--- config.mk ---
export PLATFORM = sky130hd
export DESIGN_NAME = range_flow_table_switch
export DESIGN_NICKNAME = d
export VERILOG_FILES = /design/src/rtl/rfts_pkg.sv /design/src/rtl/range_flow_table_switch.sv /design/src/rtl/rfts_alu.sv
export SDC_FILE = /design/constraint.sdc
export NUM_CORES = 1
export LEC_CHECK = 0
export BUFFER_PORTS_ARGS = -buffer_cell sky130_fd_sc_hd__buf_2
export CORE_UTILIZATION = 40
export DETAILED_ROUTE_END_ITERATION = 12
export PLACE_DENSITY_LB_ADDON = 0.15
export SLEW_MARGIN = 10
export SYNTH_ARGS = -nofsm -noshare
export SYNTH_HDL_FRONTEND = slang
export SYNTH_HIERARCHICAL = 1
export SYNTH_SLANG_ARGS = --single-unit
--- constraint.sdc ---
create_clock -name clk -period 9.6 [get_ports clk]
set_clock_uncertainty 0.05 [all_clocks]
set_input_delay 1.44 -clock clk [delete_from_list [all_inputs] [get_ports clk]]
set_output_delay 1.44 -clock clk [all_outputs]
set_load 0.01 [all_outputs]
--- src/rtl/rfts_pkg.sv ---
`timescale 1ns / 1ps
// Shared types, codes and sizes for the range flow table switch.
// Used by every module in rtl/; depends on nothing.
package rfts_pkg;

  localparam int TABLE_DEPTH  = 16;
  localparam int ADDR_MAX     = 1023;

  localparam int ADDR_W       = 10;
  localparam int SW_W         = 3;
  localparam int MODE_W       = 3;
  localparam int VERDICT_W    = 3;
  localparam int PORT_W       = 2;
  localparam int RULE_INDEX_W = 4;
  localparam int HITS_W       = 32;
  localparam int CFG_IDX_W    = 2;
  localparam int CFG_DATA_W   = 10;

  localparam int IDX_W        = (TABLE_DEPTH > 1) ? $clog2(TABLE_DEPTH) : 1;
  localparam int CNT_W        = $clog2(TABLE_DEPTH + 1);

  // input item modes
  localparam logic [MODE_W-1:0] MODE_PACKET   = 3'd0;
  localparam logic [MODE_W-1:0] MODE_ADD_FWD  = 3'd1;
  localparam logic [MODE_W-1:0] MODE_ADD_DROP = 3'd2;
  localparam logic [MODE_W-1:0] MODE_RELAY    = 3'd3;
  localparam logic [MODE_W-1:0] MODE_CONN_ACK = 3'd4;

  // result verdicts
  localparam logic [VERDICT_W-1:0] VERDICT_NONE     = 3'd0;
  localparam logic [VERDICT_W-1:0] VERDICT_LOCAL    = 3'd1;
  localparam logic [VERDICT_W-1:0] VERDICT_RELAY    = 3'd2;
  localparam logic [VERDICT_W-1:0] VERDICT_ASK      = 3'd3;
  localparam logic [VERDICT_W-1:0] VERDICT_DROPPED  = 3'd4;
  localparam logic [VERDICT_W-1:0] VERDICT_NOT_CONN = 3'd5;
  localparam logic [VERDICT_W-1:0] VERDICT_FULL     = 3'd6;

  // output ports
  localparam logic [PORT_W-1:0] PORT_NONE   = 2'd0;
  localparam logic [PORT_W-1:0] PORT_REMOTE = 2'd1;
  localparam logic [PORT_W-1:0] PORT_OWN    = 2'd2;
  localparam logic [PORT_W-1:0] PORT_LOCAL  = 2'd3;

  // configuration register indexes
  localparam logic [CFG_IDX_W-1:0] CFG_SWITCH_NUMBER = 2'd0;
  localparam logic [CFG_IDX_W-1:0] CFG_LOCAL_LOW     = 2'd1;
  localparam logic [CFG_IDX_W-1:0] CFG_LOCAL_HIGH    = 2'd2;

  typedef enum logic [1:0] {
    LINK_DISCONNECTED = 2'd0,
    LINK_CONNECTED    = 2'd1,
    LINK_WAITING      = 2'd2
  } link_t;

  typedef enum logic [1:0] {
    ST_IDLE     = 2'd0,
    ST_DISPATCH = 2'd1,
    ST_SCAN     = 2'd2,
    ST_UPDATE   = 2'd3
  } state_t;

  typedef struct packed {
    logic [ADDR_W-1:0] lo;
    logic [ADDR_W-1:0] hi;
    logic              drop;
    logic [PORT_W-1:0] port;
  } rule_entry_t;

  // operands of the shared compare / count unit
  typedef struct packed {
    logic [ADDR_W-1:0] lo;
    logic [ADDR_W-1:0] hi;
    logic [ADDR_W-1:0] addr;
    logic [HITS_W-1:0] cnt;
  } alu_req_t;

  typedef struct packed {
    logic              in_range;
    logic [HITS_W-1:0] cnt_inc;
  } alu_resp_t;

  function automatic logic [ADDR_W-1:0] sat_addr(input logic [ADDR_W-1:0] v);
    logic [ADDR_W:0] lim;
    lim = (ADDR_W + 1)'(ADDR_MAX);
    return ({1'b0, v} > lim) ? lim[ADDR_W-1:0] : v;
  endfunction

endpackage

--- src/rtl/range_flow_table_switch.sv ---
`timescale 1ns / 1ps
// Each item gives one result beat. Packets in the local range, relay, add and ack items
// and packets that need no search go from DISPATCH back to IDLE; a table search reads one
// rule per cycle in SCAN from rule 0 through the single compare unit and goes to UPDATE
// on a match, or back to IDLE after the last rule. start is taken again in the strobe
// cycle. Reset (rst_n low, synchronous) empties the table and disconnects the link;
// rule entries are not cleared. Results cannot be stalled.
module range_flow_table_switch (
  input  logic                                clk,
  input  logic                                rst_n,
  input  logic                                start,
  output logic                                busy,
  input  logic [rfts_pkg::MODE_W-1:0]         in_mode,
  input  logic [rfts_pkg::ADDR_W-1:0]         in_dest_addr,
  input  logic [rfts_pkg::ADDR_W-1:0]         in_range_low,
  input  logic [rfts_pkg::ADDR_W-1:0]         in_range_high,
  input  logic [rfts_pkg::SW_W-1:0]           in_next_switch,
  output logic                                out_valid,
  output logic [rfts_pkg::VERDICT_W-1:0]      out_verdict,
  output logic [rfts_pkg::PORT_W-1:0]         out_port,
  output logic [rfts_pkg::ADDR_W-1:0]         out_ask_addr,
  output logic [rfts_pkg::RULE_INDEX_W-1:0]   out_rule_index,
  output logic [rfts_pkg::HITS_W-1:0]         out_hit_count,
  input  logic                                cfg_we,
  input  logic [rfts_pkg::CFG_IDX_W-1:0]      cfg_index,
  input  logic [rfts_pkg::CFG_DATA_W-1:0]     cfg_data
);
  import rfts_pkg::*;

  state_t state_r, state_nxt;
  link_t  link_r, link_nxt;

  logic [MODE_W-1:0] mode_r;
  logic [ADDR_W-1:0] addr_r, rlo_r, rhi_r;
  logic [SW_W-1:0]   nsw_r;

  logic [SW_W-1:0]   switch_number_r;
  logic [ADDR_W-1:0] local_low_r, local_high_r;

  logic [IDX_W-1:0]  scan_r, scan_nxt;
  logic [CNT_W-1:0]  rules_used_r, rules_used_nxt;
  logic [HITS_W-1:0] local_hits_r, local_hits_nxt;

  logic                    out_valid_r, out_valid_nxt;
  logic [VERDICT_W-1:0]    verdict_r, verdict_nxt;
  logic [PORT_W-1:0]       port_r, port_nxt;
  logic [ADDR_W-1:0]       ask_r, ask_nxt;
  logic [RULE_INDEX_W-1:0] ridx_r, ridx_nxt;
  logic [HITS_W-1:0]       hits_out_r, hits_out_nxt;

  // rule table
  rule_entry_t       ent_mem [TABLE_DEPTH];
  logic [HITS_W-1:0] hits_mem [TABLE_DEPTH];
  rule_entry_t       ent_q, ent_wdata;
  logic [HITS_W-1:0] hits_q, hits_wdata;
  logic              ent_we, hits_we, rd_en;
  logic [IDX_W-1:0]  wr_idx, rd_idx;

  alu_req_t  alu_req;
  alu_resp_t alu_resp;

  logic              accept;
  logic              table_full;
  logic              last_rule;
  logic [PORT_W-1:0] fwd_port;

  assign accept     = start && (state_r == ST_IDLE);
  assign busy       = (state_r != ST_IDLE);
  assign table_full = (rules_used_r >= CNT_W'(TABLE_DEPTH));
  assign last_rule  = ((CNT_W'(scan_r) + CNT_W'(1)) == rules_used_r);
  assign fwd_port   = (nsw_r == switch_number_r) ? PORT_OWN : PORT_REMOTE;

  rfts_alu u_alu (
    .req  (alu_req),
    .resp (alu_resp)
  );

  // operand select for the shared unit
  always_comb begin
    alu_req.addr = addr_r;
    alu_req.lo   = local_low_r;
    alu_req.hi   = local_high_r;
    alu_req.cnt  = local_hits_r;
    if (state_r == ST_SCAN || state_r == ST_UPDATE) begin
      alu_req.lo  = ent_q.lo;
      alu_req.hi  = ent_q.hi;
      alu_req.cnt = hits_q;
    end
  end

  // next state
  always_comb begin
    state_nxt = state_r;
    case (state_r)
      ST_IDLE: begin
        if (start) state_nxt = ST_DISPATCH;
      end
      ST_DISPATCH: begin
        state_nxt = ST_IDLE;
        if (mode_r == MODE_PACKET && link_r == LINK_CONNECTED &&
            !alu_resp.in_range && rules_used_r != '0) begin
          state_nxt = ST_SCAN;
        end
      end
      ST_SCAN: begin
        if (alu_resp.in_range) state_nxt = ST_UPDATE;
        else if (last_rule)    state_nxt = ST_IDLE;
      end
      ST_UPDATE: state_nxt = ST_IDLE;
      default:   state_nxt = ST_IDLE;
    endcase
  end

  // datapath and result
  always_comb begin
    link_nxt       = link_r;
    scan_nxt       = scan_r;
    rules_used_nxt = rules_used_r;
    local_hits_nxt = local_hits_r;
    out_valid_nxt  = 1'b0;
    verdict_nxt    = verdict_r;
    port_nxt       = port_r;
    ask_nxt        = ask_r;
    ridx_nxt       = ridx_r;
    hits_out_nxt   = hits_out_r;
    ent_we         = 1'b0;
    hits_we        = 1'b0;
    rd_en          = 1'b0;
    rd_idx         = scan_r;
    wr_idx         = rules_used_r[IDX_W-1:0];
    ent_wdata      = '{lo: rlo_r, hi: rhi_r, drop: 1'b0, port: fwd_port};
    hits_wdata     = HITS_W'(1);

    case (state_r)
      ST_DISPATCH: begin
        out_valid_nxt = 1'b1;
        verdict_nxt   = VERDICT_NONE;
        port_nxt      = PORT_NONE;
        ask_nxt       = '0;
        ridx_nxt      = '0;
        hits_out_nxt  = '0;
        case (mode_r)
          MODE_PACKET: begin
            if (link_r != LINK_CONNECTED) begin
              verdict_nxt = VERDICT_NOT_CONN;
            end else if (alu_resp.in_range) begin
              local_hits_nxt = alu_resp.cnt_inc;
              verdict_nxt    = VERDICT_LOCAL;
              port_nxt       = PORT_LOCAL;
              hits_out_nxt   = alu_resp.cnt_inc;
            end else if (rules_used_r == '0) begin
              link_nxt    = LINK_WAITING;
              verdict_nxt = VERDICT_ASK;
              ask_nxt     = addr_r;
            end else begin
              // start the search at rule 0, hold the result
              out_valid_nxt = 1'b0;
              scan_nxt      = '0;
              rd_idx        = '0;
              rd_en         = 1'b1;
            end
          end
          MODE_ADD_FWD, MODE_ADD_DROP: begin
            link_nxt = LINK_CONNECTED;
            if (table_full) begin
              verdict_nxt = VERDICT_FULL;
            end else begin
              if (mode_r == MODE_ADD_DROP) begin
                ent_wdata   = '{lo: addr_r, hi: addr_r, drop: 1'b1, port: PORT_NONE};
                verdict_nxt = VERDICT_DROPPED;
              end else begin
                verdict_nxt = VERDICT_RELAY;
                port_nxt    = fwd_port;
              end
              ent_we         = 1'b1;
              hits_we        = 1'b1;
              rules_used_nxt = rules_used_r + CNT_W'(1);
              ridx_nxt       = RULE_INDEX_W'(rules_used_r);
              hits_out_nxt   = HITS_W'(1);
            end
          end
          MODE_RELAY: begin
            local_hits_nxt = alu_resp.cnt_inc;
            hits_out_nxt   = alu_resp.cnt_inc;
          end
          MODE_CONN_ACK: link_nxt = LINK_CONNECTED;
          default: ;
        endcase
      end
      ST_SCAN: begin
        if (!alu_resp.in_range) begin
          if (last_rule) begin
            // no rule covers it: ask the controller
            link_nxt      = LINK_WAITING;
            out_valid_nxt = 1'b1;
            verdict_nxt   = VERDICT_ASK;
            port_nxt      = PORT_NONE;
            ask_nxt       = addr_r;
            ridx_nxt      = '0;
            hits_out_nxt  = '0;
          end else begin
            scan_nxt = scan_r + IDX_W'(1);
            rd_idx   = scan_r + IDX_W'(1);
            rd_en    = 1'b1;
          end
        end
      end
      ST_UPDATE: begin
        wr_idx        = scan_r;
        hits_wdata    = alu_resp.cnt_inc;
        hits_we       = 1'b1;
        out_valid_nxt = 1'b1;
        verdict_nxt   = ent_q.drop ? VERDICT_DROPPED : VERDICT_RELAY;
        port_nxt      = ent_q.drop ? PORT_NONE : ent_q.port;
        ask_nxt       = '0;
        ridx_nxt      = RULE_INDEX_W'(scan_r);
        hits_out_nxt  = alu_resp.cnt_inc;
      end
      default: ;
    endcase
  end

  // rule table storage
  always_ff @(posedge clk) begin
    if (ent_we)  ent_mem[wr_idx]  <= ent_wdata;
    if (hits_we) hits_mem[wr_idx] <= hits_wdata;
    if (rd_en) begin
      ent_q  <= ent_mem[rd_idx];
      hits_q <= hits_mem[rd_idx];
    end
  end

  // item capture and result payload
  always_ff @(posedge clk) begin
    if (accept) begin
      mode_r <= in_mode;
      addr_r <= sat_addr(in_dest_addr);
      rlo_r  <= sat_addr(in_range_low);
      rhi_r  <= sat_addr(in_range_high);
      nsw_r  <= in_next_switch;
    end
    scan_r     <= scan_nxt;
    verdict_r  <= verdict_nxt;
    port_r     <= port_nxt;
    ask_r      <= ask_nxt;
    ridx_r     <= ridx_nxt;
    hits_out_r <= hits_out_nxt;
  end

  // control state and configuration
  always_ff @(posedge clk) begin
    if (!rst_n) begin
      state_r         <= ST_IDLE;
      link_r          <= LINK_DISCONNECTED;
      rules_used_r    <= '0;
      local_hits_r    <= '0;
      out_valid_r     <= 1'b0;
      switch_number_r <= SW_W'(1);
      local_low_r     <= '0;
      local_high_r    <= '0;
    end else begin
      state_r      <= state_nxt;
      link_r       <= link_nxt;
      rules_used_r <= rules_used_nxt;
      local_hits_r <= local_hits_nxt;
      out_valid_r  <= out_valid_nxt;
      if (cfg_we) begin
        case (cfg_index)
          CFG_SWITCH_NUMBER: switch_number_r <= cfg_data[SW_W-1:0];
          CFG_LOCAL_LOW:     local_low_r     <= sat_addr(cfg_data[ADDR_W-1:0]);
          CFG_LOCAL_HIGH:    local_high_r    <= sat_addr(cfg_data[ADDR_W-1:0]);
          default: ;
        endcase
      end
    end
  end

  assign out_valid      = out_valid_r;
  assign out_verdict    = verdict_r;
  assign out_port       = port_r;
  assign out_ask_addr   = ask_r;
  assign out_rule_index = ridx_r;
  assign out_hit_count  = hits_out_r;

endmodule

--- src/rtl/rfts_alu.sv ---
`timescale 1ns / 1ps
// Shared range compare and saturating hit counter increment.
// Depends on rfts_pkg.
module rfts_alu (
  input  rfts_pkg::alu_req_t  req,
  output rfts_pkg::alu_resp_t resp
);
  import rfts_pkg::*;

  always_comb begin
    resp.in_range = (req.lo <= req.addr) && (req.addr <= req.hi);
    // saturate at all ones
    resp.cnt_inc  = (&req.cnt) ? req.cnt : req.cnt + HITS_W'(1);
  end

endmodule

==> flow_metrics.py <==
metrics = {
    "finish": {
        "final-instance-count-excl-fill": 4745,
        "syn2layout_area_growth_pct": 12.8,
        "fin_nets": 3214,
        "drive_gt1_frac": 0.148,
        "layout_commonest_cell": "edfxtp_1",
        "final_cell_mix": "1022 x edfxtp_1, 226 x o21a_1, 223 x a211oi_1",
        "fill_cells": 9963,
    },
    "synthesis": {
        "syn_nets": 3185,
        "yosys_warnings": 6,
        "ys_seq_area_frac": 0.695,
        "synthDistinctLibCells": 64,
        "synth_cells": 3104,
        "syn_avg_cell_area_um2": 14.9,
        "synth_flop_cell": "edfxtp_1",
        "ys_seq_elements": 1091,
        "synth-edff-count": 1022,
        "async_flop_share": 0,
        "synth.cell_area_mm2": 0.0461,
    },
    "placed_design": {
        "place_inst": 4527,
        "numPortBuffers": 104,
        "dp_hpwl_mm": 66.2,
        "place_ws_ns": 2.36,
        "gp_congestion": 0.814,
    },
    "drt": {
        "routed_wl_mm": 128,
        "wl_per_cell_um": 26.9,
        "route.detailed.drc": 0,
        "postRouteAntennaNets": 0,
        "first_iter_violations": 2351,
        "vias": 27683,
        "first_pass_iters": 6,
        "viasPerCell": 5.83,
    },
    "sta": {
        "fin_setup_tns_ns": 0,
        "hold_viol": 0,
        "worst_pin_slew_ns": 1.17,
        "fin_hold_ws_ns": 0.412,
        "finalCritPeriodShare": 0.768,
        "layout_setup_ws_ns": 2.23,
        "clock.fmax_ghz": 0.136,
        "slew_headroom": 0.218,
        "drv_slew": 0,
        "grt_setup_unrepaired": "no",
        "fin_crit_ns": 7.37,
        "setup_viol": 0,
    },
    "worst_setup_path": {
        "path_class": "reg -> reg",
        "required_ns": 10.10,
        "crit_slowest_cell": "buf_4",
        "path_max_fanout": 81,
        "cpMostUsedCell": "buf_4",
        "crit_buf_inv": 4,
        "worstPathCellList": "inv_1 -> ha_1 -> nor2_4 -> mux2_2 -> ha_1 -> nor2b_1 -> o21bai_1 -> a31oi_1 -> a2111oi_0 -> a2bb2oi_1 -> buf_4 -> o211a_4 -> buf_4 -> buf_4 -> o21a_1 -> a211oi_1 -> a2111oi_0 -> or4_1",
        "start_kind": "register",
        "cp-end-kind": "register",
        "crit_family": "compound AO/OA/AOI/OAI gates",
        "crit_path_max_incr_delay_ns": 0.87,
        "crit_arrival_ns": 7.88,
    },
    "clock_tree": {
        "cts_resized": 0,
        "cts_hold_buf": 0,
        "cts_made_buffers": 116,
        "clk_latency_ns": 0.71,
        "post_cts_buffers": 0,
        "clockRootBuffer": "clkbuf_16",
        "clk_pin_slew_ns": 0.06,
        "cts_tree": "yes",
        "cts_max_level": 3,
        "cts.path.max_buffers": 3,
        "clkSinkCount": 1091,
    },
    "power": {
        "p_leak_nw": 15.7,
        "p_seq_frac": 0.533,
        "p_int_w": 0.00783,
        "power_density_mw_per_mm2": 189,
        "ir_drop_mv": 0.156,
        "combPwrFrac": 0.021,
        "switchingPower_w": 0.00200,
        "clock_power_share": 0.446,
        "power_switching_share": 0.203,
    },
    "floorplanning": {
        "num_rows": 124,
        "die_h_um": 342,
        "initial_utilization": 0.404,
        "fp.dieW_um": 342,
        "die_area_mm2": 0.117,
        "io-pin-count": 105,
        "core_area_mm2": 0.114,
    },
    "run": {
        "maxCapViolCount": 0,
    },
    "global_routing": {
        "antenna_found_initial": 4,
        "grtUsageTotal": 0.217,
        "grt_overflow": 0,
        "grt_pass1_vias": 28312,
        "grt_max_degree": 221,
        "grt_pass1_wl_mm": 188,
    },
    "worst_hold_path": {
        "hold_class": "reg -> reg",
    },
    "status": {
        "status": "finished clean",
    },
}
==> flip-flops by register name, indices dropped and copies added, names as in the netlist, 3 cells and up <==
name	flops
local_hits_r	32
mode_r	3
rules_used_r	5
out_hit_count	32
out_ask_addr	10
switch_number_r	3
local_high_r	10
nsw_r	3
hits_mem	512
hits_q	32
addr_r	10
out_verdict	3
ent_mem	368
scan_r	4
out_rule_index	4
rhi_r	10
local_low_r	10
ent_q	23
rlo_r	10
==> logic make-up after synthesis <==
| group | count (synthesis) | share of synthesized area |
|---|---|---|
| DFF | 1091 | 0.695 |
| AOI/OAI and AO/OA | 830 | 0.139 |
| and+or+nand+nor | 523 | 0.0655 |
| buffers and inverters | 352 | 0.0300 |
| muxes | 244 | 0.0559 |
| xor gates and xnor gates | 35 | 0.00664 |
| adders and majority gates | 29 | 0.00786 |
==> worst paths after layout <==
kind | startpoint | to | slack (ns) | cells past startpoint
hold / removal | local_hits_r[11]$_SDFFE_PN0P_ | local_hits_r[11]$_SDFFE_PN0P_ | 0.41 | 2
setup / recovery | state_r[0]$_SDFFE_PN0P_ | ent_q[9]$_DFFE_PP_ | 2.23 | 18
setup reg to reg | state_r[0]$_SDFFE_PN0P_ | ent_q[9]$_DFFE_PP_ | 2.23 | 18
hold reg to reg | local_hits_r[11]$_SDFFE_PN0P_ | local_hits_r[11]$_SDFFE_PN0P_ | 0.41 | 2
==> area by class of cell <==
class	instances	area, um^2	area share
Multi-Input combinational cell	1661	12900	0.248
Tap cell	1512	1890	0.0363
Clock inverter	72	669	0.0129
Antenna cell	3	7.51	0.000144
Timing Repair Buffer	169	1110	0.0213
Clock buffer	143	3030	0.0581
Inverter	94	360	0.00692
Sequential cell	1091	32100	0.616
==> power groups by stage <==
| stage | registers [W] | logic, W | clock network, W |
|---|---|---|---|
| final | 0.00524 | 0.000207 | 0.00438 |
| after global routing | 0.00524 | 0.000229 | 0.00463 |
| after CTS | 0.00524 | 0.000211 | 0.00446 |
| after detailed placement | 0.00534 | 0.000210 | 0 |
| after global placement | 0.00534 | 0.000203 | 0 |
| after floorplan | 0.00534 | 0.000114 | 0 |
==> synthesized netlist by cell type, types with 37 or more instances <==
cell type,n,area (um^2)
dfxtp_1,69,1380
mux2i_1,135,1350
nor4b_1,57,499
mux2_2,93,1050
o211ai_1,56,420
o21a_1,226,1700
or4_1,58,435
edfxtp_1,1022,30700
nor2_1,53,199
nor2b_1,68,425
inv_1,93,349
and2_1,37,231
nand2_1,150,563
a211oi_1,223,1670
clkbuf_1,219,822
a2111oi_0,111,972
o2111a_1,56,631
o21ai_0,70,350
==> layer usage <==
layer  vias to the layer above  global-route usage  wire, um
met5                         -                   0        12
met4                         2              0.0768      3940
met3                       202              0.0327      6230
met2                       768               0.368     62900
met1                     14334               0.284     54600
li1                      12377                   -         -
==> stage by stage <==
stage	cell area, um^2	power [W]	utilization
global route	52100	0.0101	0.455
detailed placement	48400	0.00555	0.423
global placement	48400	0.00554	0.423
finish	52100	0.00983	0.455
CTS	52100	0.00991	0.455
floorplan	46100	0.00545	-
==> worst register-to-register path: stages, from the launching register on <==
cell       delay (ns)
dfxtp_1          0.39
inv_1            0.10
ha_1             0.45
nor2_4           0.65
mux2_2           0.42
ha_1             0.28
nor2b_1          0.14
o21bai_1         0.16
a31oi_1          0.11
a2111oi_0        0.42
a2bb2oi_1        0.21
buf_4            0.22
o211a_4          0.80
buf_4            0.91
buf_4            0.88
o21a_1           0.29
a211oi_1         0.05
a2111oi_0        0.48
or4_1            0.20
No activity file was read; power rests on OpenSTA's default activity.
